## src/rtl/ppv_pkg.sv

```systemverilog
package ppv_pkg;

    localparam int COORD_BITS    = 20;
    localparam int DIFF_BITS     = COORD_BITS + 1;
    localparam int YAW_BITS      = 13;
    localparam int NEAR_BITS     = 17;
    localparam int SQ_BITS       = 2 * NEAR_BITS;
    localparam int S_DATA_RAW    = 2 * COORD_BITS + YAW_BITS + 1;
    localparam int S_DATA_BITS   = (S_DATA_RAW + 7) / 8 * 8;
    localparam int M_DATA_BITS   = 32;
    localparam int CFG_IDX_BITS  = 3;
    localparam int CFG_DATA_BITS = 16;
    localparam int TICK_BITS     = 17;
    localparam int CORDIC_STEPS  = 20;
    localparam int STEP_BITS     = 5;
    localparam int ISQRT_STEPS   = 16;
    localparam int DIV_STEPS     = 32;
    localparam int CV_BITS       = DIFF_BITS + 3;
    localparam int Z_BITS        = 24;
    localparam int ZABS_BITS     = 22;
    localparam int MRAD_BITS     = 12;

    localparam logic signed [Z_BITS-1:0] PI_URAD     = 24'sd3141593;
    localparam logic [ZABS_BITS-1:0]     HALF_MRAD   = 22'd500;
    localparam logic [22:0]              RECIP_1000  = 23'd4294968;
    localparam logic signed [14:0]       TURN_MRAD   = 15'sd6283;
    localparam logic signed [14:0]       HALF_TURN   = 15'sd3142;

    typedef enum logic [1:0] {
        MODE_POSE, MODE_POINT, MODE_TICK, MODE_EMPTY
    } mode_t;

    typedef enum logic [1:0] {
        KIND_TRACK, KIND_OBSTACLE, KIND_TIMEOUT
    } kind_t;

    typedef enum logic [2:0] {
        CFG_LOOKAHEAD, CFG_DECEL, CFG_STOP, CFG_MAX_LIN, CFG_MAX_ANG, CFG_TIMEOUT
    } cfg_idx_t;

    typedef struct packed {
        logic [15:0] lookahead_mm;
        logic [15:0] decel_mm;
        logic [15:0] stop_mm;
        logic [15:0] max_linear;
        logic [14:0] max_angular;
        logic [15:0] timeout_ticks;
    } cfg_t;

    typedef struct packed {
        kind_t                        kind;
        logic signed [DIFF_BITS-1:0]  dx;
        logic signed [DIFF_BITS-1:0]  dy;
        logic signed [YAW_BITS-1:0]   yaw;
    } job_t;

    typedef enum logic [1:0] {F_IDLE, F_SQ, F_CMP} front_state_t;

    typedef enum logic [3:0] {
        B_IDLE, B_SQ, B_CMP, B_ITER, B_ROUND, B_SCALE, B_WRAP, B_DIV, B_DONE
    } back_state_t;

    // atan(2^-i) in microradians
    function automatic logic [ZABS_BITS-1:0] atan_urad(input logic [STEP_BITS-1:0] i);
        logic [ZABS_BITS-1:0] v;
        unique case (i)
            5'd0:  v = 22'd785398;
            5'd1:  v = 22'd463648;
            5'd2:  v = 22'd244979;
            5'd3:  v = 22'd124355;
            5'd4:  v = 22'd62419;
            5'd5:  v = 22'd31240;
            5'd6:  v = 22'd15624;
            5'd7:  v = 22'd7812;
            5'd8:  v = 22'd3906;
            5'd9:  v = 22'd1953;
            5'd10: v = 22'd977;
            5'd11: v = 22'd488;
            5'd12: v = 22'd244;
            5'd13: v = 22'd122;
            5'd14: v = 22'd61;
            5'd15: v = 22'd31;
            5'd16: v = 22'd15;
            5'd17: v = 22'd8;
            5'd18: v = 22'd4;
            5'd19: v = 22'd2;
            default: v = '0;
        endcase
        return v;
    endfunction

endpackage

```

## src/rtl/ppv_queue.sv

```systemverilog
module ppv_queue import ppv_pkg::*; (
    input  logic aclk,
    input  logic aresetn,
    input  logic push,
    input  job_t push_job,
    input  logic pop,
    output job_t pop_job,
    output logic full,
    output logic empty
);

    job_t       mem_reg [2];
    logic       wr_ptr_reg, wr_ptr_next, rd_ptr_reg, rd_ptr_next;
    logic [1:0] count_reg, count_next;
    logic       do_push, do_pop;

    assign full    = (count_reg == 2'd2);
    assign empty   = (count_reg == 2'd0);
    assign do_push = push && !full;
    assign do_pop  = pop && !empty;
    assign pop_job = mem_reg[rd_ptr_reg];

    always_comb begin
        wr_ptr_next = wr_ptr_reg ^ do_push;
        rd_ptr_next = rd_ptr_reg ^ do_pop;
        count_next  = count_reg + 2'(do_push) - 2'(do_pop);
    end

    always_ff @(posedge aclk) begin
        if (!aresetn) begin
            wr_ptr_reg <= 1'b0;
            rd_ptr_reg <= 1'b0;
            count_reg  <= '0;
        end else begin
            wr_ptr_reg <= wr_ptr_next;
            rd_ptr_reg <= rd_ptr_next;
            count_reg  <= count_next;
        end
    end

    always_ff @(posedge aclk) begin
        if (do_push) begin
            mem_reg[wr_ptr_reg] <= push_job;
        end
    end

endmodule

```

## config.mk

```make
export PLATFORM = sky130hd
export DESIGN_NAME = ppv_queue
export DESIGN_NICKNAME = d
export VERILOG_FILES = /design/src/rtl/ppv_pkg.sv /design/src/rtl/ppv_queue.sv
export SDC_FILE = /design/constraint.sdc
export NUM_CORES = 1
export LEC_CHECK = 0
export BUFFER_PORTS_ARGS = -buffer_cell sky130_fd_sc_hd__buf_2
export CAP_MARGIN = 20
export CORE_MARGIN = 1
export CORE_UTILIZATION = 47
export DETAILED_ROUTE_END_ITERATION = 10
export GPL_TIMING_DRIVEN = 0
export PLACE_DENSITY = 0.86
export SLEW_MARGIN = 20
export SYNTH_ARGS = -nofsm -noshare
export SYNTH_HDL_FRONTEND = slang
export SYNTH_SLANG_ARGS = --single-unit
```

## constraint.sdc

```tcl
create_clock -name aclk -period 2.3 [get_ports aclk]
set_input_delay 0.46 -clock aclk [delete_from_list [all_inputs] [get_ports aclk]]
set_output_delay 0.46 -clock aclk [all_outputs]
set_load 0.05 [all_outputs]
```

### Word level (Yosys, flattened, before mapping)

Memories as Yosys holds them, arrays and structs flattened. A register that Yosys moved wholly into a read port is not among the register bits.
Index checks and enable logic that the tools add are counted.

* reduce and logical (&&, ||, !) cells: 5
* equal/unequal tests: 1
* add/sub/neg operators: 2
* bitwise operators: 2
* multiplexer cells: 3

Operators by type and width (number)
* 1-bit two-way mux: 3
* 2-bit by 1-bit adder with 2-bit output: 1
* 2-bit equality test, second input constant: 1
* 1-bit logical AND: 2
* 1-bit zero test: 2
* 2-bit zero test: 1
* 2-bit by 1-bit subtractor with 2-bit output: 1
* 1-bit XOR: 2

* word-level logic and storage cells: 17
* flip-flop bits (word level): 4
* output and inout bits: 59
* memories kept: 1
* bits in writable memories: 114

Memory list
* mem_reg: words 2, bits a word 57, read ports 1, clocked after memory_dff 1, write ports 1, line ppv_queue.sv:12 `job_t mem_reg [2];`

### Depth between registers and ports, before layout

* word-level depth: 5
* depth in mapped cells: 7
* depth with buffers taken out: 7

### Worst setup path before layout

OpenSTA, ideal clock, no wires.

* path kind: register to register
* from: register count_reg[0]
* to: memory mem_reg[1][0] (netlist bit) (enable)
* arrival: 2.025 ns
* slack: -0.146 ns
* buffers on the path: 0
* stages on the path, launching flop included: 4
* library setup time: 0.421 ns
* data required time: 1.879 ns
* cell sequence: dfxtp_1 nand2b_1 and2_1 ha_1

* longest elaborated chain between the ends: 5

Ends and longest elaborated chain
* start, declared: line ppv_queue.sv:14 `logic [1:0] count_reg, count_next;`
* start signal, assigned: line ppv_queue.sv:37 `count_reg <= count_next;`
* 2-bit equality test: line ppv_queue.sv:17 `assign full = (count_reg == 2'd2);`
* 1-bit zero test: line ppv_queue.sv:19 `assign do_push = push && !full;`
* 1-bit logical AND: line ppv_queue.sv:19
* 1-bit two-way mux: line ppv_queue.sv:42 `if (do_push) begin`
* 1-bit two-way mux (not written as such): line ppv_queue.sv:43 `mem_reg[wr_ptr_reg] <= push_job;`
* end, declared: line ppv_queue.sv:12

Every way passes these cells.

==> run_results.csv <==
group,metric,value,unit
outcome,outcome,"finished, final reports clean",
clock_network,cts_setup_buffers,0,
critical_path,path_common_cell,"buf_6",
floorplan,io_pins,120,
timing,fmax,452.2,MHz
global_route,grt_overflow,0,
critical_path,crit_slowest_cell,"dfxtp_1",
global_route,antenna_found_initial,0,
route,drc,0,
global_route,grt_pass1_wl,11.36,mm
placed_design,io_buffers,119,
placed_design,dpl.hpwl,4.782,mm
finish,largest_register_ffs,114,
clock_network,numCtsBuffers,17,
timing,setup_viol,0,
floorplan,die_y,99.78,um
floorplan,start_util,0.4863,
route,drt_iter0_drc,101,
route,wire_per_inst,15.00,um
route,via_count,2304,
placed_design,gp_congestion,0.6542,
critical_path,cp.required,1840,ps
finish,syn2layout_area_growth,31.16,%
finish,nets,407,
timing,rsz0062_at_grt,"no",
critical_path,cp_max_fo,10,
placed_design,placed_cell_area,5315,um^2
synthesis,synthCells,202,
critical_path,cpPeakStageDelay,350,ps
synthesis,syn-num-nets,267,
finish,fillers,681,
synthesis,synth_seq_area_share,0.7842,
hold_path,hold_path.class,"input pin to flip-flop",
clock_network,cts_max_level,4,
route,antenna_left,0,
critical_path,cp.arrival,1750,ps
finish,final_util,0.6378,
pwr,p_leak,2.303,nW
pwr,total_power,0.007831,W
global_route,grt_use_total,0.1561,
clock_network,clk_path_buf_depth,2,
clock_network,cts.sinks,119,
timing,tightest_slew,395.9,ps
global_route,grt_max_degree,34,
clock_network,ctsResizeCount,0,
flow_run,max_cap_violations,0,
global_route,first_global_vias,2352,
route,first_pass_iters,4,
synthesis,synth.avg_cell_area,22.24,um^2
critical_path,critical_path.cell_chain,"buf_6, buf_6, mux2_4, buf_2",
route,vias_per_cell,4.760,
route,drt_wl_total,7.260,mm
timing,skew,10.09,ps
placed_design,dp_cells,452,
clock_network,clkLatencyLatePin,490,ps
floorplan,fp.dieW,99.78,um
timing,layout_min_cycle_time,2211,ps
floorplan,dieArea,9955,um^2
finish,regArea,3523,um^2
clock_network,clk_pin_slew,60,ps
synthesis,netlist_area,4493,um^2
synthesis,ys_warn_count,0,
pwr,ir_drop,842.5,uV
clock_network,clk_root_buffer_cell,"clkbuf_8",
clock_network,holdBufCountCts,0,
finish,multi_input_area,928.4,um^2
finish,stdcell_area,5893,um^2
timing,drv_slew,0,
finish,antenna_cells,0,
timing,period_share,0.9614,
synthesis,synth.distinct_cells,16,
clock_network,cts_tree,"yes",
critical_path,critPathLaunchType,"flip-flop",
timing,hold_violations,0,
floorplan,row_count,35,
timing,slew_headroom,0.7361,
critical_path,crit_type,"flip-flop to output port",
critical_path,end_kind,"output port",
floorplan,core-area,9240,um^2
pwr,p_per_area,1329,nW/um^2
finish,stdcell_count,484,
finish,drive_above_1_share,0.6028,
synthesis,synth_seq_cells,119,
metrics by stage:
| stage | TNS, ps | hold WS (ps) | setup slack (ps) |
|---|---|---|---|
| 6_report | 0 | 151.8 | 88.82 |
| 5_1_grt | 0 | 119.9 | 3.587 |
| 4_1_cts | 0 | 131.3 | 45.58 |
| 3_5_place_dp | 0 | 495.0 | 456.6 |
| 3_3_place_gp | -102880 | 460.8 | -904.7 |
| 2_1_floorplan | -16600 | 451.6 | -145.6 |
layer usage:
| layer | routed length, um | track usage | part of all wire | vias to the layer above |
|---|---|---|---|---|
| met1 | 2996 | 0.1808 | 0.41 | 1126 |
| met5 | 0 | 0 | 0 | - |
| li1 | - | - | - | 1077 |
| met3 | 478 | 0.05501 | 0.066 | 8 |
| met2 | 3698 | 0.2589 | 0.51 | 93 |
| met4 | 87 | 0.07692 | 0.012 | 0 |
synth_stat cells:
master / count / share of area
edfxtp_1: 114 / 0.76
mux2_4: 30 / 0.10
mux2_2: 27 / 0.068
dfxtp_1: 5 / 0.022
buf_6: 4 / 0.010
ha_1: 4 / 0.011
inv_1: 3 / 0.0025
and2_1: 2 / 0.0028
buf_2: 2 / 0.0022
mux2i_1: 2 / 0.0045
nand2_1: 2 / 0.0017
nand2b_1: 2 / 0.0028
nor2b_1: 2 / 0.0028
nor2_1: 1 / 0.00083
o21a_1: 1 / 0.0017
xnor3_1: 1 / 0.0050
kinds of logic after synthesis:
logic type,count (synthesis),synth area share
muxes,59,0.1724
xor gates and xnor gates,1,0.005012
adders and majority gates,4,0.01114
DFF,119,0.7842
AOI/OAI and AO/OA,1,0.001671
and+or+nand+nor,9,0.01086
buffers and inverters,9,0.01476
critical path: cells and delay by family (launching register included):
family / cells / cell delay [ps]
DFF: 1 / 350
buffers and inverters: 3 / 600
muxes: 1 / 310
area by class of cell:
cell class / count / area share
multi-input cells: 74 / 0.1575
repair buffers: 121 / 0.1079
plain buffers: 6 / 0.009342
well taps: 129 / 0.02739
clock inverters: 13 / 0.02654
clock buffers: 19 / 0.07155
inverters: 3 / 0.001911
flip-flops and latches: 119 / 0.5979
layout by cell type, fill, tap and decap left out:
master      instances
mux2i_1             2
ha_1                2
clkinv_4            3
bufinv_16           3
mux2_4             30
o21a_1              1
clkbuf_16          16
nor2_1              1
xnor3_1             1
buf_2             121
inv_1               3
mux2_2             27
clkinvlp_4          3
nor2b_1             2
dfxtp_1             5
buf_12              2
clkbuf_1            2
nand2_1             2
ha_4                2
edfxtp_1          114
and2_1              2
clkinv_2            2
buf_6               4
clkbuf_8            1
clkinv_1            2
nand2b_1            2
where the power goes:
part	switching [W]	leakage (nW)	internal [W]	total [W]
clock network	0.000879	0.273	0.00164	0.00252
registers	0.0000862	1.11	0.00275	0.00284
logic	0.00168	0.923	0.000791	0.00247
worst paths after layout:
check | end | cells past startpoint | from | slack [ps]
worst max-delay path | pop_job[55] | 4 | flip-flop | 90
worst min-delay path | mem_reg[0][16] | 1 | push_job[16] | 150
worst max register to register | mem_reg[0][27] | 4 | count_reg[0] | 470
worst min register to register | flip-flop | 2 | rd_ptr_reg | 490
(Power assumes the default switching activity.)
