### config.mk
export PLATFORM = sky130hd
export DESIGN_NAME = ppv_front
export DESIGN_NICKNAME = d
export VERILOG_FILES = /design/src/rtl/ppv_pkg.sv /design/src/rtl/ppv_front.sv
export SDC_FILE = /design/constraint.sdc
export NUM_CORES = 2
export LEC_CHECK = 0
export BUFFER_PORTS_ARGS = -buffer_cell sky130_fd_sc_hd__buf_2
export CORE_ASPECT_RATIO = 1.2
export CORE_MARGIN = 5
export CORE_UTILIZATION = 35
export CTS_CLUSTER_SIZE = 12
export DETAILED_ROUTE_END_ITERATION = 10
export PLACE_DENSITY = 0.53
export SLEW_MARGIN = 20
export SYNTH_ARGS = -nofsm -noshare
export SYNTH_HDL_FRONTEND = slang
export SYNTH_SLANG_ARGS = --single-unit
### constraint.sdc
create_clock -name aclk -period 13.44 [get_ports aclk]
set_clock_uncertainty 0.1 [all_clocks]
set_input_delay 4.032 -clock aclk [delete_from_list [all_inputs] [get_ports aclk]]
set_output_delay 4.032 -clock aclk [all_outputs]
set_load 0.01 [all_outputs]
### src/rtl/ppv_pkg.sv
package ppv_pkg;

    localparam int COORD_BITS    = 20;
    localparam int DIFF_BITS     = COORD_BITS + 1;
    localparam int YAW_BITS      = 13;
    localparam int NEAR_BITS     = 17;
    localparam int SQ_BITS       = 2 * NEAR_BITS;
    localparam int S_DATA_RAW    = 2 * COORD_BITS + YAW_BITS + 1;
    localparam int S_DATA_BITS   = (S_DATA_RAW + 7) / 8 * 8;
    localparam int M_DATA_BITS   = 32;
    localparam int CFG_IDX_BITS  = 3;
    localparam int CFG_DATA_BITS = 16;
    localparam int TICK_BITS     = 17;
    localparam int CORDIC_STEPS  = 20;
    localparam int STEP_BITS     = 5;
    localparam int ISQRT_STEPS   = 16;
    localparam int DIV_STEPS     = 32;
    localparam int CV_BITS       = DIFF_BITS + 3;
    localparam int Z_BITS        = 24;
    localparam int ZABS_BITS     = 22;
    localparam int MRAD_BITS     = 12;

    localparam logic signed [Z_BITS-1:0] PI_URAD     = 24'sd3141593;
    localparam logic [ZABS_BITS-1:0]     HALF_MRAD   = 22'd500;
    localparam logic [22:0]              RECIP_1000  = 23'd4294968;
    localparam logic signed [14:0]       TURN_MRAD   = 15'sd6283;
    localparam logic signed [14:0]       HALF_TURN   = 15'sd3142;

    typedef enum logic [1:0] {
        MODE_POSE, MODE_POINT, MODE_TICK, MODE_EMPTY
    } mode_t;

    typedef enum logic [1:0] {
        KIND_TRACK, KIND_OBSTACLE, KIND_TIMEOUT
    } kind_t;

    typedef enum logic [2:0] {
        CFG_LOOKAHEAD, CFG_DECEL, CFG_STOP, CFG_MAX_LIN, CFG_MAX_ANG, CFG_TIMEOUT
    } cfg_idx_t;

    typedef struct packed {
        logic [15:0] lookahead_mm;
        logic [15:0] decel_mm;
        logic [15:0] stop_mm;
        logic [15:0] max_linear;
        logic [14:0] max_angular;
        logic [15:0] timeout_ticks;
    } cfg_t;

    typedef struct packed {
        kind_t                        kind;
        logic signed [DIFF_BITS-1:0]  dx;
        logic signed [DIFF_BITS-1:0]  dy;
        logic signed [YAW_BITS-1:0]   yaw;
    } job_t;

    typedef enum logic [1:0] {F_IDLE, F_SQ, F_CMP} front_state_t;

    typedef enum logic [3:0] {
        B_IDLE, B_SQ, B_CMP, B_ITER, B_ROUND, B_SCALE, B_WRAP, B_DIV, B_DONE
    } back_state_t;

    // atan(2^-i) in microradians
    function automatic logic [ZABS_BITS-1:0] atan_urad(input logic [STEP_BITS-1:0] i);
        logic [ZABS_BITS-1:0] v;
        unique case (i)
            5'd0:  v = 22'd785398;
            5'd1:  v = 22'd463648;
            5'd2:  v = 22'd244979;
            5'd3:  v = 22'd124355;
            5'd4:  v = 22'd62419;
            5'd5:  v = 22'd31240;
            5'd6:  v = 22'd15624;
            5'd7:  v = 22'd7812;
            5'd8:  v = 22'd3906;
            5'd9:  v = 22'd1953;
            5'd10: v = 22'd977;
            5'd11: v = 22'd488;
            5'd12: v = 22'd244;
            5'd13: v = 22'd122;
            5'd14: v = 22'd61;
            5'd15: v = 22'd31;
            5'd16: v = 22'd15;
            5'd17: v = 22'd8;
            5'd18: v = 22'd4;
            5'd19: v = 22'd2;
            default: v = '0;
        endcase
        return v;
    endfunction

endpackage

### src/rtl/ppv_front.sv
module ppv_front import ppv_pkg::*; (
    input  logic                   aclk,
    input  logic                   aresetn,
    input  logic                   s_tvalid,
    output logic                   s_tready,
    input  logic [S_DATA_BITS-1:0] s_tdata,
    input  logic [1:0]             s_tuser,
    input  logic                   s_tlast,
    input  cfg_t                   cfg,
    input  logic                   q_full,
    output logic                   q_push,
    output job_t                   q_job
);

    front_state_t state_reg, state_next;
    logic plan_active_reg, plan_active_next;
    logic [TICK_BITS-1:0] ticks_reg, ticks_next;
    logic signed [COORD_BITS-1:0] robot_x_reg, robot_x_next, robot_y_reg, robot_y_next;
    logic signed [YAW_BITS-1:0] yaw_reg, yaw_next;
    logic obst_reg, obst_next, found_reg, found_next;
    logic signed [COORD_BITS-1:0] carrot_x_reg, carrot_x_next, carrot_y_reg, carrot_y_next;
    logic signed [COORD_BITS-1:0] pt_x_reg, pt_x_next, pt_y_reg, pt_y_next;
    logic pt_last_reg, pt_last_next;
    logic signed [DIFF_BITS-1:0] dx_reg, dx_next, dy_reg, dy_next;
    logic [SQ_BITS-1:0] sqx_reg, sqx_next, sqy_reg, sqy_next;
    logic far_reg, far_next;
    logic [31:0] look2_reg, look2_next;

    logic signed [COORD_BITS-1:0] in_x, in_y, cx, cy;
    logic signed [YAW_BITS-1:0]   in_yaw;
    logic                         in_obst, accept, beyond;
    logic [TICK_BITS-1:0]         ticks_inc;
    logic [DIFF_BITS-1:0]         ax, ay;
    logic [NEAR_BITS-1:0]         ax_n, ay_n;
    logic [SQ_BITS:0]             dsq;

    assign in_x    = s_tdata[COORD_BITS-1:0];
    assign in_y    = s_tdata[2*COORD_BITS-1:COORD_BITS];
    assign in_yaw  = s_tdata[2*COORD_BITS +: YAW_BITS];
    assign in_obst = s_tdata[2*COORD_BITS+YAW_BITS];

    assign s_tready = (state_reg == F_IDLE) && !q_full;
    assign accept   = s_tvalid && s_tready;

    assign ticks_inc = (ticks_reg != '1) ? ticks_reg + 1'b1 : ticks_reg;
    assign ax   = dx_reg[DIFF_BITS-1] ? DIFF_BITS'(-dx_reg) : DIFF_BITS'(dx_reg);
    assign ay   = dy_reg[DIFF_BITS-1] ? DIFF_BITS'(-dy_reg) : DIFF_BITS'(dy_reg);
    assign ax_n = NEAR_BITS'(ax);
    assign ay_n = NEAR_BITS'(ay);
    assign dsq  = (SQ_BITS+1)'(sqx_reg) + (SQ_BITS+1)'(sqy_reg);
    assign beyond = far_reg || (dsq > (SQ_BITS+1)'(look2_reg));
    assign cx = found_reg ? carrot_x_reg : pt_x_reg;
    assign cy = found_reg ? carrot_y_reg : pt_y_reg;

    always_comb begin
        state_next       = state_reg;
        plan_active_next = plan_active_reg;
        ticks_next       = ticks_reg;
        robot_x_next     = robot_x_reg;
        robot_y_next     = robot_y_reg;
        yaw_next         = yaw_reg;
        obst_next        = obst_reg;
        found_next       = found_reg;
        carrot_x_next    = carrot_x_reg;
        carrot_y_next    = carrot_y_reg;
        pt_x_next        = pt_x_reg;
        pt_y_next        = pt_y_reg;
        pt_last_next     = pt_last_reg;
        dx_next          = dx_reg;
        dy_next          = dy_reg;
        sqx_next         = sqx_reg;
        sqy_next         = sqy_reg;
        far_next         = far_reg;
        look2_next       = look2_reg;
        q_push           = 1'b0;
        q_job.kind       = KIND_TIMEOUT;
        q_job.dx         = '0;
        q_job.dy         = '0;
        q_job.yaw        = yaw_reg;
        unique case (state_reg)
            F_IDLE: begin
                if (accept) begin
                    unique case (mode_t'(s_tuser))
                        MODE_POSE: begin
                            robot_x_next     = in_x;
                            robot_y_next     = in_y;
                            yaw_next         = in_yaw;
                            obst_next        = in_obst;
                            plan_active_next = 1'b1;
                            ticks_next       = '0;
                            found_next       = 1'b0;
                        end
                        MODE_TICK: begin
                            ticks_next = ticks_inc;
                            if (plan_active_reg &&
                                ticks_inc > TICK_BITS'(cfg.timeout_ticks)) begin
                                plan_active_next = 1'b0;
                                q_push           = 1'b1;
                            end
                        end
                        MODE_EMPTY: plan_active_next = 1'b0;
                        MODE_POINT: begin
                            pt_x_next    = in_x;
                            pt_y_next    = in_y;
                            pt_last_next = s_tlast;
                            dx_next      = DIFF_BITS'(in_x) - DIFF_BITS'(robot_x_reg);
                            dy_next      = DIFF_BITS'(in_y) - DIFF_BITS'(robot_y_reg);
                            state_next   = F_SQ;
                        end
                    endcase
                end
            end
            F_SQ: begin
                far_next   = ((ax >> NEAR_BITS) != '0) || ((ay >> NEAR_BITS) != '0);
                sqx_next   = SQ_BITS'(ax_n) * SQ_BITS'(ax_n);
                sqy_next   = SQ_BITS'(ay_n) * SQ_BITS'(ay_n);
                look2_next = 32'(cfg.lookahead_mm) * 32'(cfg.lookahead_mm);
                state_next = F_CMP;
            end
            F_CMP: begin
                if (!found_reg && beyond) begin
                    carrot_x_next = pt_x_reg;
                    carrot_y_next = pt_y_reg;
                    found_next    = 1'b1;
                end
                if (pt_last_reg) begin
                    carrot_x_next = cx;
                    carrot_y_next = cy;
                    found_next    = 1'b0;
                    q_push        = 1'b1;
                    q_job.kind    = obst_reg ? KIND_OBSTACLE : KIND_TRACK;
                    q_job.dx      = DIFF_BITS'(cx) - DIFF_BITS'(robot_x_reg);
                    q_job.dy      = DIFF_BITS'(cy) - DIFF_BITS'(robot_y_reg);
                end
                state_next = F_IDLE;
            end
            default: state_next = F_IDLE;
        endcase
    end

    always_ff @(posedge aclk) begin
        if (!aresetn) begin
            state_reg       <= F_IDLE;
            plan_active_reg <= 1'b0;
            ticks_reg       <= '0;
            robot_x_reg     <= '0;
            robot_y_reg     <= '0;
            yaw_reg         <= '0;
            obst_reg        <= 1'b0;
            found_reg       <= 1'b0;
            carrot_x_reg    <= '0;
            carrot_y_reg    <= '0;
        end else begin
            state_reg       <= state_next;
            plan_active_reg <= plan_active_next;
            ticks_reg       <= ticks_next;
            robot_x_reg     <= robot_x_next;
            robot_y_reg     <= robot_y_next;
            yaw_reg         <= yaw_next;
            obst_reg        <= obst_next;
            found_reg       <= found_next;
            carrot_x_reg    <= carrot_x_next;
            carrot_y_reg    <= carrot_y_next;
        end
    end

    always_ff @(posedge aclk) begin
        pt_x_reg    <= pt_x_next;
        pt_y_reg    <= pt_y_next;
        pt_last_reg <= pt_last_next;
        dx_reg      <= dx_next;
        dy_reg      <= dy_next;
        sqx_reg     <= sqx_next;
        sqy_reg     <= sqy_next;
        far_reg     <= far_next;
        look2_reg   <= look2_next;
    end

endmodule

-- After elaboration in Yosys (flattened, before gate mapping)
Index checks and enable logic that the tools add are counted.
- logic and storage cells: 94
- output and inout port bits: 59
- flip-flop bits (word level): 299
- multipliers: 3
- reductions and logical operators: 23
- multiplexer cells: 28
- eq/ne operators: 11
- $lt $le $gt $ge: 2
- add/sub/neg operators: 8
- operators by type and width (cell ; count):
    20-bit two-way mux ; 6
    44-bit two-way mux ; 2
    20-bit by 20-bit subtractor with 21-bit output ; 4
    17-bit by 17-bit multiplier with 34-bit output ; 2
    21-bit two-way mux ; 2
    21-bit negation ; 2
    21-bit nonzero test ; 2
    34-bit by 34-bit adder with 35-bit output ; 1
    35-bit by 32-bit greater-than comparator with 1-bit output ; 1
    17-bit case mux with 2 select lines ; 1
    16-bit by 16-bit multiplier with 32-bit output ; 1
    17-bit by 1-bit adder with 17-bit output (second input constant) ; 1
    17-bit by 16-bit greater-than comparator with 1-bit output ; 1
    17-bit two-way mux ; 1
    17-bit inequality test (second input constant) ; 1
    1-bit two-way mux ; 10
    3-bit AND reduction ; 3
    4-bit AND reduction ; 2
    2-bit == test (second input constant) ; 3
    2-bit nonzero test ; 3
    2-bit by 1-bit == test with 1-bit output (second input constant) ; 2
    1-bit logical AND ; 4
    2-bit zero test ; 2
    2-bit two-way mux ; 2
    other kinds (10) ; 16

-- Depth between registers and ports, before layout
- depth in word-level cells: 8
- depth in mapped cells: 35
- mapped depth without buffers: 33

-- Worst setup path before layout
Ideal clock, no wire load.
- path kind: in2reg
- start point: input port cfg[82] (netlist name)
- end point: register look2_reg[31], data pin
- arrival: 10.212 ns
- buffers on the path: 1
- cell stages on the path: 27
- setup slack: 2.872 ns
- cells stage by stage: clkbuf_1 > nand2_1 > inv_1 > fa_1 > inv_1 > fa_1 > inv_1 > fa_1 > inv_1 > fa_1 > inv_1 > fa_1 > inv_1 > fa_1 > inv_1 > ha_1 > a21o_1 > a21o_1 > a21oi_1 > o31ai_2 > a21oi_2 > nor2_2 > a41o_1 > o31a_1 > or4_4 > a2111o_1 > o211a_1
- longest elaborated chain between the ends: 1
- ends and longest elaborated chain (element ; RTL line ; RTL):
    from (decl) ; ppv_front.sv:9 ; input cfg_t cfg,
    16-bit by 16-bit multiplier with 32-bit output ; ppv_front.sv:117 ; look2_next = 32'(cfg.lookahead_mm) * 32'(cfg.lookahead_mm);
    to (signal assigned) ; ppv_front.sv:176 ; look2_reg <= look2_next;
    to (decl) ; ppv_front.sv:27 ; logic [31:0] look2_reg, look2_next;
No other way between the ends.
A chain may end at the register's enable or synchronous reset.

-- Final worst setup path
- start point: input port cfg[80] (netlist name)
- end point: register look2_reg[31], data pin
The elaborated chain is that of the path after synthesis.

==> run_results.csv <==
group,metric,value,unit
synth,netlist_area,40310,µm²
clocking,cts_num_sinks,296,
synth,synth.ff_latch_count,296,
sta,max-slew-margin-rel,0.3334,
global_route,grt_max_degree,92,
detailed_routing,viasPerCell,4.786,
setup_path,cp.required,13650,ps
global_route,grt_pass1_vias,31070,
detailed_routing,first_pass_iters,5,
clocking,cts_resized,0,
placement,place_inst,6024,
setup_path,crit_path_start_kind,"input pin",
synth,postSynthAreaPerCell,9.106,µm²
detailed_routing,wl_per_cell,15.80,µm
synth,synth_seq_area_share,0.1919,
floorplanning,io-pin-count,217,
sta,period_minus_slack,10470,ps
synth,yosysWarnings,0,
finish,area_delta_synth_final,9.231,%
pwr,leakage,21.57,nW
global_route,grt_pass1_wl,158.6,mm
sta,worst_slack,2972,ps
global_route,grt_usage,0.1590,
detailed_routing,vias,29150,
run,maxCapViolCount,0,
placement,dpl-instance-area,42910,µm²
clocking,clk_latency,570,ps
finish,fin_util,0.3845,
placement,place_hpwl,78.18,mm
placement,port_buffers,151,
clocking,cts-hold-fix-buffers,0,
floorplanning,die_x,319.8,µm
placement,gp_congestion,0.8330,
sta,hold_viol_final,0,
synth,synth-main-ff-cell,"edfxtp_1",
clocking,cts_buffers,35,
synth,syn_nets,5610,
floorplanning,core,114500,µm²
status,status,"finished, final reports clean",
pwr,totalPowerFinal,9.090,mW
detailed_routing,routed_wl,96.26,mm
sta,max_freq,95.53,MHz
global_route,antenna_found_initial,4,
detailed_routing,drc,0,
finish,fin_nets,5726,
sta,finalSetupViolCount,0,
setup_path,crit_fanout,20,
setup_path,critPathCaptureType,"register",
clocking,clock_path_buffers,3,
min_path,hp-class,"register to register",
floorplanning,die_h,381.8,µm
setup_path,cp_data_arrival_time,10680,ps
floorplanning,row_count,136,
detailed_routing,drtIter0Drc,1270,
setup_path,critPathKind,"input pin to register",
synth,synth-async-reset-ratio,0,
pwr,vdd_drop_max,0.2492,mV
pwr,power_density,206.4,nW/µm²
sta,worstMarginPinSlew,996.5,ps
clocking,clkTransAtPathRegs,60,ps
sta,post-route-period-util,0.7789,
synth,synth_edf_count,181,
finish,instances_no_fill,6091,
synth,ys_types,81,
synth,syn_inst,4427,
clocking,root_buffer,"clkbuf_16",
clocking,htree_levels,2,
sta,holdWs,355.9,ps
sta,finalSetupTns,0,ps
clocking,cts_tree,"yes",
global_route,gr-total-overflow,0,
detailed_routing,ant_nets,0,
sta,rsz0062_at_grt,"false",
finish,fin_area,44030,µm²
clocking,post_cts_buffers,0,
floorplanning,start_util,0.3520,
finish,drive_gt1_frac,0.07024,
floorplanning,dieArea,122100,µm²
placement,pre_cts_ws,2368,ps
sta,drv_slew,0,
[worst paths after layout]
check	start	slack, ps	depth (start not counted)	to
max	cfg[80]	2970	26	look2_reg[31]
min	carrot_y_reg[14]	360	2	carrot_y_reg[14]
max reg2reg	dy_reg[0]	3320	30	sqy_reg[32]
min reg2reg	carrot_y_reg[14]	360	2	carrot_y_reg[14]
[where the power goes]
part           total, mW  internal (mW)  switching (mW)  leakage (nW)
registers           1.41           1.38          0.0222          2.57
logic               6.74           2.95            3.79          18.4
clock network      0.946          0.541           0.405         0.548
[cell usage in the layout, fill, tap and decap left out, drive strengths merged, types with 8 or more instances in the layout]
cell	n
a21boi	71
a31oi	9
inv	961
a211oi	12
o31ai	11
or2	9
nor3	53
nand4	20
mux2	41
nand2b	34
clkbuf	50
nor2b	44
nor4	8
xor2	74
or3	9
o21ai	138
dfxtp	115
nand3	81
o21bai	13
nor2	323
xnor2	158
clkinv	16
a21oi	130
a21o	80
o41ai	8
ha	477
fa	548
a22oi	13
edfxtp	181
or4	11
buf	185
o21a	34
nand2	481
and2	59
and3	29
[layer usage]
| metal | global-route usage | share of wire |
|---|---|---|
| met1 | 0.1962 | 0.42 |
| met2 | 0.2941 | 0.51 |
| met3 | 0.02295 | 0.044 |
| met4 | 0.03466 | 0.022 |
| met5 | 0 | 0 |
[cell usage after synthesis, types with 12 or more instances]
| cell type | instances | share of area |
|---|---|---|
| and2_1 | 58 | 0.0090 |
| fa_1 | 548 | 0.27 |
| dfxtp_1 | 115 | 0.057 |
| a21o_1 | 80 | 0.015 |
| nand4_1 | 20 | 0.0031 |
| nor2_1 | 322 | 0.030 |
| mux2_2 | 41 | 0.011 |
| a21boi_0 | 71 | 0.013 |
| a211oi_1 | 12 | 0.0022 |
| a22oi_1 | 13 | 0.0024 |
| o21ai_0 | 133 | 0.017 |
| nand2b_1 | 34 | 0.0053 |
| xor2_1 | 74 | 0.016 |
| nor3_1 | 53 | 0.0066 |
| o21bai_1 | 13 | 0.0024 |
| a21oi_1 | 129 | 0.016 |
| nor2b_1 | 44 | 0.0068 |
| o21a_1 | 34 | 0.0063 |
| inv_1 | 956 | 0.089 |
| nand2_1 | 481 | 0.045 |
| nand3_1 | 81 | 0.010 |
| clkbuf_1 | 93 | 0.0087 |
| ha_1 | 477 | 0.15 |
| and3_1 | 29 | 0.0045 |
| edfxtp_1 | 181 | 0.13 |
| xnor2_1 | 158 | 0.034 |
[worst max-delay path: stages]
cell      delay, ps
buf_2           240
and2_1          250
fa_1            480
inv_1            50
fa_1            520
inv_1            50
fa_1            490
inv_1            60
fa_1            530
inv_1            50
fa_1            480
inv_1            50
fa_1            470
inv_1            40
ha_1            320
a21o_1          170
a21o_1          180
a21oi_1         290
o31ai_2         130
a21oi_2         240
nor2_2          100
a41o_1          250
o31a_1          260
or4_4           430
a2111o_1        370
o211a_1         130
[layout make-up]
class | instances | area, µm²
Clock inverter | 14 | 108.9
Timing Repair Buffer | 185 | 1013
Fill cell | 11660 | 70490
Tap cell | 1518 | 1899
Antenna cell | 3 | 7.507
Multi-Input combinational cell | 3060 | 28640
Clock buffer | 50 | 1003
Sequential cell | 296 | 7739
Inverter | 965 | 3622
[cells by family after synthesis]
family | share of synthesized area
flops | 0.1919
compound gates | 0.09638
xor+xnor | 0.05041
buf+inv | 0.09988
simple gates | 0.1290
fa+ha+maj | 0.4202
mux | 0.01220
No activity file was read; power rests on OpenSTA's default activity.
