===== src/rtl/ppv_pkg.sv =====
package ppv_pkg;

    localparam int COORD_BITS    = 20;
    localparam int DIFF_BITS     = COORD_BITS + 1;
    localparam int YAW_BITS      = 13;
    localparam int NEAR_BITS     = 17;
    localparam int SQ_BITS       = 2 * NEAR_BITS;
    localparam int S_DATA_RAW    = 2 * COORD_BITS + YAW_BITS + 1;
    localparam int S_DATA_BITS   = (S_DATA_RAW + 7) / 8 * 8;
    localparam int M_DATA_BITS   = 32;
    localparam int CFG_IDX_BITS  = 3;
    localparam int CFG_DATA_BITS = 16;
    localparam int TICK_BITS     = 17;
    localparam int CORDIC_STEPS  = 20;
    localparam int STEP_BITS     = 5;
    localparam int ISQRT_STEPS   = 16;
    localparam int DIV_STEPS     = 32;
    localparam int CV_BITS       = DIFF_BITS + 3;
    localparam int Z_BITS        = 24;
    localparam int ZABS_BITS     = 22;
    localparam int MRAD_BITS     = 12;

    localparam logic signed [Z_BITS-1:0] PI_URAD     = 24'sd3141593;
    localparam logic [ZABS_BITS-1:0]     HALF_MRAD   = 22'd500;
    localparam logic [22:0]              RECIP_1000  = 23'd4294968;
    localparam logic signed [14:0]       TURN_MRAD   = 15'sd6283;
    localparam logic signed [14:0]       HALF_TURN   = 15'sd3142;

    typedef enum logic [1:0] {
        MODE_POSE, MODE_POINT, MODE_TICK, MODE_EMPTY
    } mode_t;

    typedef enum logic [1:0] {
        KIND_TRACK, KIND_OBSTACLE, KIND_TIMEOUT
    } kind_t;

    typedef enum logic [2:0] {
        CFG_LOOKAHEAD, CFG_DECEL, CFG_STOP, CFG_MAX_LIN, CFG_MAX_ANG, CFG_TIMEOUT
    } cfg_idx_t;

    typedef struct packed {
        logic [15:0] lookahead_mm;
        logic [15:0] decel_mm;
        logic [15:0] stop_mm;
        logic [15:0] max_linear;
        logic [14:0] max_angular;
        logic [15:0] timeout_ticks;
    } cfg_t;

    typedef struct packed {
        kind_t                        kind;
        logic signed [DIFF_BITS-1:0]  dx;
        logic signed [DIFF_BITS-1:0]  dy;
        logic signed [YAW_BITS-1:0]   yaw;
    } job_t;

    typedef enum logic [1:0] {F_IDLE, F_SQ, F_CMP} front_state_t;

    typedef enum logic [3:0] {
        B_IDLE, B_SQ, B_CMP, B_ITER, B_ROUND, B_SCALE, B_WRAP, B_DIV, B_DONE
    } back_state_t;

    // atan(2^-i) in microradians
    function automatic logic [ZABS_BITS-1:0] atan_urad(input logic [STEP_BITS-1:0] i);
        logic [ZABS_BITS-1:0] v;
        unique case (i)
            5'd0:  v = 22'd785398;
            5'd1:  v = 22'd463648;
            5'd2:  v = 22'd244979;
            5'd3:  v = 22'd124355;
            5'd4:  v = 22'd62419;
            5'd5:  v = 22'd31240;
            5'd6:  v = 22'd15624;
            5'd7:  v = 22'd7812;
            5'd8:  v = 22'd3906;
            5'd9:  v = 22'd1953;
            5'd10: v = 22'd977;
            5'd11: v = 22'd488;
            5'd12: v = 22'd244;
            5'd13: v = 22'd122;
            5'd14: v = 22'd61;
            5'd15: v = 22'd31;
            5'd16: v = 22'd15;
            5'd17: v = 22'd8;
            5'd18: v = 22'd4;
            5'd19: v = 22'd2;
            default: v = '0;
        endcase
        return v;
    endfunction

endpackage


===== src/rtl/ppv_back.sv =====
module ppv_back import ppv_pkg::*; (
    input  logic                   aclk,
    input  logic                   aresetn,
    input  cfg_t                   cfg,
    input  logic                   q_empty,
    input  job_t                   q_job,
    output logic                   q_pop,
    output logic                   m_tvalid,
    input  logic                   m_tready,
    output logic [M_DATA_BITS-1:0] m_tdata,
    output logic [1:0]             m_tuser
);

    back_state_t state_reg, state_next;
    kind_t kind_reg, kind_next;
    logic signed [DIFF_BITS-1:0] dx_reg, dx_next, dy_reg, dy_next;
    logic signed [YAW_BITS-1:0] yaw_reg, yaw_next;
    logic [SQ_BITS-1:0] sqx_reg, sqx_next, sqy_reg, sqy_next;
    logic far_reg, far_next;
    logic [31:0] stop2_reg, stop2_next, decel2_reg, decel2_next;
    logic lin_zero_reg, lin_zero_next, lin_scale_reg, lin_scale_next;
    logic signed [CV_BITS-1:0] cx_reg, cx_next, cy_reg, cy_next;
    logic signed [Z_BITS-1:0] z_reg, z_next;
    logic [STEP_BITS-1:0] cnt_reg, cnt_next;
    logic [31:0] iv_reg, iv_next, ir_reg, ir_next, ib_reg, ib_next;
    logic [ZABS_BITS-1:0] zabs_reg, zabs_next;
    logic zneg_reg, zneg_next;
    logic [31:0] mlin_reg, mlin_next;
    logic [MRAD_BITS-1:0] q1k_reg, q1k_next;
    logic signed [15:0] turn_reg, turn_next;
    logic [16:0] rem_reg, rem_next;
    logic [31:0] quo_reg, quo_next;
    logic m_tvalid_reg, m_tvalid_next;
    logic [M_DATA_BITS-1:0] m_data_reg, m_data_next;
    logic [1:0] m_user_reg, m_user_next;

    logic [DIFF_BITS-1:0]      ax, ay;
    logic [NEAR_BITS-1:0]      ax_n, ay_n;
    logic [SQ_BITS:0]          dsq_near;
    logic [40:0]               dsq;
    logic signed [CV_BITS-1:0] xs, ys;
    logic [32:0]               isum;
    logic signed [Z_BITS-1:0]  zm, zs;
    logic [44:0]               rprod;
    logic signed [14:0]        bear, bw;
    logic signed [16:0]        turn2, lim;
    logic [16:0]               rem_sh;
    logic [15:0]               lin;
    logic                      out_free;

    assign ax   = dx_reg[DIFF_BITS-1] ? DIFF_BITS'(-dx_reg) : DIFF_BITS'(dx_reg);
    assign ay   = dy_reg[DIFF_BITS-1] ? DIFF_BITS'(-dy_reg) : DIFF_BITS'(dy_reg);
    assign ax_n = NEAR_BITS'(ax);
    assign ay_n = NEAR_BITS'(ay);
    assign dsq_near = (SQ_BITS+1)'(sqx_reg) + (SQ_BITS+1)'(sqy_reg);
    assign dsq  = far_reg ? (41'd1 << 40) : 41'(dsq_near);
    assign xs   = cx_reg >>> cnt_reg;
    assign ys   = cy_reg >>> cnt_reg;
    assign isum = 33'(ir_reg) + 33'(ib_reg);
    assign zm   = dx_reg[DIFF_BITS-1] ? PI_URAD - z_reg : z_reg;
    assign zs   = (dx_reg == '0 && dy_reg == '0) ? '0 : (dy_reg[DIFF_BITS-1] ? -zm : zm);
    assign rprod = 45'(zabs_reg) * 45'(RECIP_1000);
    assign bear = (zneg_reg ? -15'(signed'({1'b0, q1k_reg})) : 15'(signed'({1'b0, q1k_reg})))
                  - 15'(yaw_reg);
    assign bw   = (bear > HALF_TURN) ? bear - TURN_MRAD :
                  (bear < -HALF_TURN) ? bear + TURN_MRAD : bear;
    assign turn2 = 17'(bw) <<< 1;
    assign lim   = signed'({2'b00, cfg.max_angular});
    assign rem_sh = {rem_reg[15:0], quo_reg[31]};
    assign lin = lin_zero_reg ? 16'd0 : (lin_scale_reg ? quo_reg[15:0] : cfg.max_linear);
    assign out_free = !m_tvalid_reg || m_tready;

    assign m_tvalid = m_tvalid_reg;
    assign m_tdata  = m_data_reg;
    assign m_tuser  = m_user_reg;
    assign q_pop    = (state_reg == B_IDLE) && !q_empty;

    always_comb begin
        state_next     = state_reg;
        kind_next      = kind_reg;
        dx_next        = dx_reg;
        dy_next        = dy_reg;
        yaw_next       = yaw_reg;
        sqx_next       = sqx_reg;
        sqy_next       = sqy_reg;
        far_next       = far_reg;
        stop2_next     = stop2_reg;
        decel2_next    = decel2_reg;
        lin_zero_next  = lin_zero_reg;
        lin_scale_next = lin_scale_reg;
        cx_next        = cx_reg;
        cy_next        = cy_reg;
        z_next         = z_reg;
        cnt_next       = cnt_reg;
        iv_next        = iv_reg;
        ir_next        = ir_reg;
        ib_next        = ib_reg;
        zabs_next      = zabs_reg;
        zneg_next      = zneg_reg;
        mlin_next      = mlin_reg;
        q1k_next       = q1k_reg;
        turn_next      = turn_reg;
        rem_next       = rem_reg;
        quo_next       = quo_reg;
        m_tvalid_next  = m_tvalid_reg && !m_tready;
        m_data_next    = m_data_reg;
        m_user_next    = m_user_reg;
        unique case (state_reg)
            B_IDLE: begin
                if (!q_empty) begin
                    kind_next = q_job.kind;
                    dx_next   = q_job.dx;
                    dy_next   = q_job.dy;
                    yaw_next  = q_job.yaw;
                    if (q_job.kind != KIND_TRACK) begin
                        lin_zero_next  = 1'b1;
                        lin_scale_next = 1'b0;
                        turn_next      = '0;
                        state_next     = B_DONE;
                    end else begin
                        state_next = B_SQ;
                    end
                end
            end
            B_SQ: begin
                far_next    = ((ax >> NEAR_BITS) != '0) || ((ay >> NEAR_BITS) != '0);
                sqx_next    = SQ_BITS'(ax_n) * SQ_BITS'(ax_n);
                sqy_next    = SQ_BITS'(ay_n) * SQ_BITS'(ay_n);
                stop2_next  = 32'(cfg.stop_mm) * 32'(cfg.stop_mm);
                decel2_next = 32'(cfg.decel_mm) * 32'(cfg.decel_mm);
                cx_next     = CV_BITS'(signed'({1'b0, ax}));
                cy_next     = CV_BITS'(signed'({1'b0, ay}));
                z_next      = '0;
                state_next  = B_CMP;
            end
            B_CMP: begin
                lin_zero_next  = dsq < 41'(stop2_reg);
                lin_scale_next = !(dsq < 41'(stop2_reg)) && (dsq < 41'(decel2_reg));
                iv_next        = 32'(dsq);
                ir_next        = '0;
                ib_next        = 32'd1 << 30;
                cnt_next       = '0;
                state_next     = B_ITER;
            end
            B_ITER: begin
                // one CORDIC vectoring step and, while square-root digits remain, one root digit per cycle
                if (!cy_reg[CV_BITS-1]) begin
                    cx_next = cx_reg + ys;
                    cy_next = cy_reg - xs;
                    z_next  = z_reg + Z_BITS'(atan_urad(cnt_reg));
                end else begin
                    cx_next = cx_reg - ys;
                    cy_next = cy_reg + xs;
                    z_next  = z_reg - Z_BITS'(atan_urad(cnt_reg));
                end
                if (cnt_reg < STEP_BITS'(ISQRT_STEPS)) begin
                    if (33'(iv_reg) >= isum) begin
                        iv_next = iv_reg - 32'(isum);
                        ir_next = (ir_reg >> 1) + ib_reg;
                    end else begin
                        ir_next = ir_reg >> 1;
                    end
                    ib_next = ib_reg >> 2;
                end
                cnt_next = cnt_reg + 1'b1;
                if (cnt_reg == STEP_BITS'(CORDIC_STEPS - 1)) begin
                    state_next = B_ROUND;
                end
            end
            B_ROUND: begin
                zneg_next  = zs[Z_BITS-1];
                zabs_next  = ZABS_BITS'(zs[Z_BITS-1] ? -zs : zs) + HALF_MRAD;
                mlin_next  = 32'(cfg.max_linear) * 32'(ir_reg[15:0]);
                state_next = B_SCALE;
            end
            B_SCALE: begin
                // divide by 1000 through a reciprocal, exact below 2^22
                q1k_next   = MRAD_BITS'(rprod >> 32);
                state_next = B_WRAP;
            end
            B_WRAP: begin
                if (turn2 > lim) begin
                    turn_next = 16'(lim);
                end else if (turn2 < -lim) begin
                    turn_next = 16'(-lim);
                end else begin
                    turn_next = 16'(turn2);
                end
                rem_next = '0;
                quo_next = mlin_reg;
                cnt_next = '0;
                state_next = lin_scale_reg ? B_DIV : B_DONE;
            end
            B_DIV: begin
                if (rem_sh >= {1'b0, cfg.decel_mm}) begin
                    rem_next = rem_sh - {1'b0, cfg.decel_mm};
                    quo_next = {quo_reg[30:0], 1'b1};
                end else begin
                    rem_next = rem_sh;
                    quo_next = {quo_reg[30:0], 1'b0};
                end
                cnt_next = cnt_reg + 1'b1;
                if (cnt_reg == STEP_BITS'(DIV_STEPS - 1)) begin
                    state_next = B_DONE;
                end
            end
            B_DONE: begin
                if (out_free) begin
                    m_tvalid_next = 1'b1;
                    m_data_next   = {turn_reg, lin};
                    m_user_next   = kind_reg;
                    state_next    = B_IDLE;
                end
            end
            default: state_next = B_IDLE;
        endcase
    end

    always_ff @(posedge aclk) begin
        if (!aresetn) begin
            state_reg    <= B_IDLE;
            m_tvalid_reg <= 1'b0;
        end else begin
            state_reg    <= state_next;
            m_tvalid_reg <= m_tvalid_next;
        end
    end

    always_ff @(posedge aclk) begin
        kind_reg      <= kind_next;
        dx_reg        <= dx_next;
        dy_reg        <= dy_next;
        yaw_reg       <= yaw_next;
        sqx_reg       <= sqx_next;
        sqy_reg       <= sqy_next;
        far_reg       <= far_next;
        stop2_reg     <= stop2_next;
        decel2_reg    <= decel2_next;
        lin_zero_reg  <= lin_zero_next;
        lin_scale_reg <= lin_scale_next;
        cx_reg        <= cx_next;
        cy_reg        <= cy_next;
        z_reg         <= z_next;
        cnt_reg       <= cnt_next;
        iv_reg        <= iv_next;
        ir_reg        <= ir_next;
        ib_reg        <= ib_next;
        zabs_reg      <= zabs_next;
        zneg_reg      <= zneg_next;
        mlin_reg      <= mlin_next;
        q1k_reg       <= q1k_next;
        turn_reg      <= turn_next;
        rem_reg       <= rem_next;
        quo_reg       <= quo_next;
        m_data_reg    <= m_data_next;
        m_user_reg    <= m_user_next;
    end

endmodule


===== config.mk =====
export PLATFORM = sky130hd
export DESIGN_NAME = ppv_back
export DESIGN_NICKNAME = d
export VERILOG_FILES = /design/src/rtl/ppv_pkg.sv /design/src/rtl/ppv_back.sv
export SDC_FILE = /design/constraint.sdc
export NUM_CORES = 2
export LEC_CHECK = 0
export BUFFER_PORTS_ARGS = -buffer_cell sky130_fd_sc_hd__buf_2
export CAP_MARGIN = 20
export CORE_MARGIN = 3
export CORE_UTILIZATION = 58
export CTS_BUF_LIST = sky130_fd_sc_hd__clkbuf_16
export CTS_CLUSTER_DIAMETER = 50
export DETAILED_ROUTE_END_ITERATION = 10
export PLACE_DENSITY = 0.77
export SLEW_MARGIN = 0
export SYNTH_ARGS = -nofsm -noshare
export SYNTH_HDL_FRONTEND = slang
export SYNTH_SLANG_ARGS = --single-unit

===== constraint.sdc =====
create_clock -name aclk -period 31.8 [get_ports aclk]
set_input_delay 1.59 -clock aclk [delete_from_list [all_inputs] [get_ports aclk]]
set_output_delay 1.59 -clock aclk [all_outputs]
set_load 0.05 [all_outputs]

* Yosys cells after proc, flatten, opt, wreduce, memory -nomap -nowiden
Memories as Yosys holds them, arrays and structs flattened. A register that Yosys moved wholly into a read port is not among the register bits.
Index checks and enable logic that the tools add are counted.
** Operators by class
- Add/subtract/negate cells :: 23
- Multiply operators :: 6
- Div/mod/pow operators :: 0
- Magnitude comparators :: 9
- Equality and inequality tests :: 17
- Shift-type cells :: 2
- Multiplexer cells :: 56
- Bitwise logic cells :: 1
- Reduce and logical (&&, ||, !) cells :: 31
** Operator list (count)
- case mux 32 bit (2 select lines) :: 4
- two-way mux 32 bit :: 5
- two-way mux 24 bit :: 6
- case mux 24 bit (2 select lines) :: 3
- two-way mux 22 bit :: 5
- multiplier 16 x 16 -> 32 bit :: 3
- two-way mux 16 bit :: 6
- less-than comparator 41 x 32 -> 1 bit :: 2
- multiplier 17 x 17 -> 34 bit :: 2
- case mux 16 bit (2 select lines) :: 2
- adder 24 bit :: 2
- >>> shifter 24 x 5 -> 24 bit :: 2
- subtractor 24 bit :: 2
- two-way mux 15 bit :: 3
- zero test 21 bit :: 2
- two-way mux 21 bit :: 2
- negator 21 bit :: 2
- nonzero test 21 bit :: 2
- multiplier 22 x 20 -> 41 bit (second input constant) :: 1
- two-way mux 41 bit :: 1
- case mux 4 bit (9 select lines) :: 1
- adder 34 x 34 -> 35 bit :: 1
- adder 32 x 32 -> 33 bit :: 1
- >= comparator 32 x 33 -> 1 bit :: 1
- 43 further kinds :: 84
** Storage, ports and cells
- Register bits :: 535
- Latch bits :: 0
- Memory bits (writable) :: 0
- ROM bits :: 1280
- Bits of input ports :: 156
- Output and inout port bits :: 36
- Word-level logic and storage cells :: 177
- Memories kept :: 2
** Memories
- (no name shown) :: depth 32, width 20, rd ports 1, clocked after Yosys merged registers in 1, write ports 0, RTL line ppv_pkg.sv:66 : unique case (i)
- (no name shown) :: depth 32, width 20, rd ports 1, clocked after Yosys merged registers in 1, write ports 0, RTL line ppv_pkg.sv:66

* Logic depth before layout (Yosys ltp)
- Depth in word-level cells :: 10
- Mapped depth :: 37
- Gate-level depth less buffers :: 34

* Worst setup path before layout
Ideal clock, no wire load.
- Kind :: register to register
- Start :: register state_reg[1]
- End :: register decel2_reg[0] (enable)
- Setup time :: 0.775 ns
- Arrival :: 9.338 ns
- Slack :: 21.687 ns
- Cell stages (with the launch flop) :: 3
- Path buffers :: 1
- Period minus slack after synthesis :: 10.113 ns
- Path through :: dfxtp_1 buf_1 nor3_1
** On the way
- Word-level cells in the longest chain between the ends :: 1
** Ends and longest elaborated chain
- from (decl) :: RTL line ppv_back.sv:14 : back_state_t state_reg, state_next;
- from (signal assigned) :: RTL line ppv_back.sv:224 : state_reg <= state_next;
- equality test 4 x 1 -> 1 bit :: RTL line ppv_back.sv:108 : unique case (state_reg)
- to (signal assigned) :: RTL line ppv_back.sv:238 : decel2_reg <= decel2_next;
- to (decl) :: RTL line ppv_back.sv:20 : logic [31:0] stop2_reg, stop2_next, decel2_reg, decel2_next;
No other way between the ends.
A chain may end at the register's enable or synchronous reset.

* Worst setup path in the final report
- Start :: register dx_reg[0]
- End :: register sqx_reg[32] (data pin)
** On the way
- Word-level cells in the longest chain between the ends :: 3
** Ends and longest elaborated chain
- from (decl) :: RTL line ppv_back.sv:16 : logic signed [DIFF_BITS-1:0] dx_reg, dx_next, dy_reg, dy_next;
- from (signal assigned) :: RTL line ppv_back.sv:231 : dx_reg <= dx_next;
- negator 21 bit :: RTL line ppv_back.sv:51 : assign ax = dx_reg[DIFF_BITS-1] ? DIFF_BITS'(-dx_reg) : DIFF_BITS'(dx_reg);
- two-way mux 21 bit (*) :: RTL line ppv_back.sv:51
- multiplier 17 x 17 -> 34 bit (*) :: RTL line ppv_back.sv:127 : sqx_next = SQ_BITS'(ax_n) * SQ_BITS'(ax_n);
- to (signal assigned) :: RTL line ppv_back.sv:234 : sqx_reg <= sqx_next;
- to (decl) :: RTL line ppv_back.sv:18 : logic [SQ_BITS-1:0] sqx_reg, sqx_next, sqy_reg, sqy_next;
Every way passes the cells marked *; elsewhere a longest branch is shown, timed or not.

==> flow_summary.json <==
{
  "r2r_slack_ps": 21700,
  "max_freq_ghz": 0.0990,
  "wl_per_cell_um": 18.3,
  "grt_pass1_wl_mm": 328,
  "rr_worst_depth": 31,
  "end_kind": "register",
  "synth.most_common_cell": "inv_1",
  "ys_seq_area_share_pct": 19.0,
  "synth_warnings": 0,
  "place.gp.congestion": 0.960,
  "ios": 192,
  "hold-path-cell-count": 0,
  "min_to": "m_tdata[28]",
  "path_clk_slew_ps": 60,
  "setup_viol": 0,
  "portBuffers": 159,
  "postCtsSetupRepairBufs": 0,
  "fin_crit_ps": 10100,
  "via_count": 63300,
  "worst_pin_slew_ps": 1190,
  "cp.arrival_ps": 10550,
  "syn_area_mm2": 0.0831,
  "cts_sinks": 535,
  "ys_top_cells_by_area": "fa_1, edfxtp_1, ha_1",
  "drt_iter0_markers": 4712,
  "ys.flop_type": "edfxtp_1",
  "final_nets": 11100,
  "slew_headroom_pct": 20.2,
  "cp_slowest_cell": "fa_1",
  "critPathLaunchType": "register",
  "yosys_register_bits": 535,
  "die_h_um": 385,
  "core_mm2": 0.142,
  "post_cts_resized": 0,
  "synth-edff-count": 510,
  "yosys-top-cells-count": "inv_1, fa_1, ha_1, nand2_1, nor2_1",
  "syn_to_final_growth_pct": 6.88,
  "hold_class": "register to register",
  "clockBufferDepth": 3,
  "vias_per_cell": 5.82,
  "rsz0062_at_grt": "false",
  "grt_max_degree": 102,
  "avgSynthCellArea_um2": 9.38,
  "slew_violations": 0,
  "ctsHoldBuffers": 0,
  "ys_async_sr_fraction_pct": 0,
  "regToRegEndpoint": "sqx_reg[32]",
  "grt_usage_pct": 27.2,
  "drv_cap": 0,
  "firstDrtPassIters": 9,
  "die-area_mm2": 0.148,
  "fin_tns_setup_ps": 0,
  "cts_buffers": 84,
  "yosys.area.top_type": "fa_1",
  "status": "completed",
  "slowest_delay_ps": 580,
  "grt_pass1_vias": 65700,
  "syn-instance-count": 8862,
  "rows": 138,
  "hpwlAfterDp_mm": 158,
  "cp.required_ps": 32250,
  "ctsRootBufferMaster": "clkbuf_16",
  "overflow": 0,
  "r2r-start": "dx_reg[0]",
  "start_util_pct": 58.5,
  "finalCritPeriodShare_pct": 31.8,
  "crit_type": "register to register",
  "synth_nets": 11000,
  "critPathMaxFanout": 12,
  "insertion_delay_ps": 720,
  "min_from": "turn_reg[12]",
  "drc": 0,
  "die_x_um": 385,
  "skew_ps": 46.7,
  "wl_mm": 199,
  "postRouteAntennaNets": 0,
  "layout-drive-gt1-share_pct": 6.86,
  "antenna_found_initial": 5,
  "finalHoldViolations": 0,
  "yosys.area.top_type_share_pct": 24.3,
  "ys_types": 114,
  "cts_tree": "built",
  "htree_levels": 3
}
[cell usage in the layout (no fill, tap or decap), types with 22 or more instances in the layout]
master and count:
a211oi_1 52, a21boi_0 30, a21o_1 122, a21oi_1 371
a31o_2 22, a31oi_1 55, and2_1 218, and3_1 52
buf_2 159, buf_4 73, clkbuf_16 84, clkinv_1 24
dfxtp_1 25, edfxtp_1 510, fa_1 1009, ha_1 1002
inv_1 1672, mux2_2 72, mux2i_1 72, mux4_2 54
nand2_1 711, nand2b_1 66, nand3_1 104, nand4_1 41
nor2_1 676, nor2b_1 73, nor3_1 139, nor4_1 27
o211ai_1 33, o21a_1 58, o21ai_0 244, o21bai_1 44
o31ai_1 57, or2_2 38, or3_1 47, or4_1 23
xnor2_1 346, xor2_1 190
[layout make-up]
| cell class | count | area, µm² |
|---|---|---|
| sequential | 535 | 15800 |
| fill | 11500 | 53100 |
| antenna | 2 | 5.00 |
| inverter | 1687 | 6340 |
| tap | 1890 | 2360 |
| clock inverter | 72 | 878 |
| timing repair buffer | 233 | 1360 |
| multi-input combinational | 6374 | 59900 |
| clock buffer | 84 | 2100 |
[per-layer routing]
layer | global-route usage, % | wire length (µm) | share of wire [%]
met2 | 45.9 | 95500 | 48
met3 | 4.20 | 14000 | 7.0
met1 | 35.4 | 81100 | 41
met4 | 10.4 | 8020 | 4.0
met5 | 0 | 10 | 0.0050
[through the flow]
step                util (%)  instance area, µm²  hold slack, ps  std cells  setup WS [ps]
floorplan                  -               83100             400       8862          21690
global placement        60.4               85800             401      10700          22180
detailed placement      60.4               85800             405      10700          21930
CTS                     62.5               88800             421      10900          21830
global route            62.6               88800             429      10900          21260
finish                  62.6               88800             419      10900          21700
[logic make-up after synthesis]
| family | after synthesis | synth area share [%] |
|---|---|---|
| AND/OR/NAND/NOR | 2296 | 13.0 |
| adder cells (fa/ha/maj) | 2011 | 39.4 |
| buffers and inverters | 1953 | 8.91 |
| AO/OA/AOI/OAI | 1328 | 10.6 |
| XOR/XNOR | 539 | 5.71 |
| flip-flops | 535 | 19.0 |
| multiplexers | 200 | 3.35 |
[critical path: cells and delay by family (launching register included)]
kind / cells / cell delay (ps)
AO/OA/AOI/OAI: 8 / 2360
XOR/XNOR: 1 / 290
adder cells (fa/ha/maj): 8 / 3740
buffers and inverters: 8 / 1600
flip-flops: 1 / 360
multiplexers: 1 / 210
AND/OR/NAND/NOR: 5 / 1260
[worst max-delay path by stage]
| stage | startpoint | to | slack [ps] |
|---|---|---|---|
| after floorplan | state_reg[1] | decel2_reg[0] | 21690 |
| after global placement | dx_reg[0] | sqx_reg[32] | 22180 |
| after detailed placement | dx_reg[0] | sqx_reg[32] | 21930 |
| after CTS | dx_reg[0] | sqx_reg[32] | 21830 |
| after global routing | dx_reg[0] | sqx_reg[32] | 21260 |
| final | dx_reg[0] | sqx_reg[32] | 21700 |
Power is left out: the tool's default activity adds up to more than one toggle a clock period on the data nets, which glitch-free logic cannot reach.
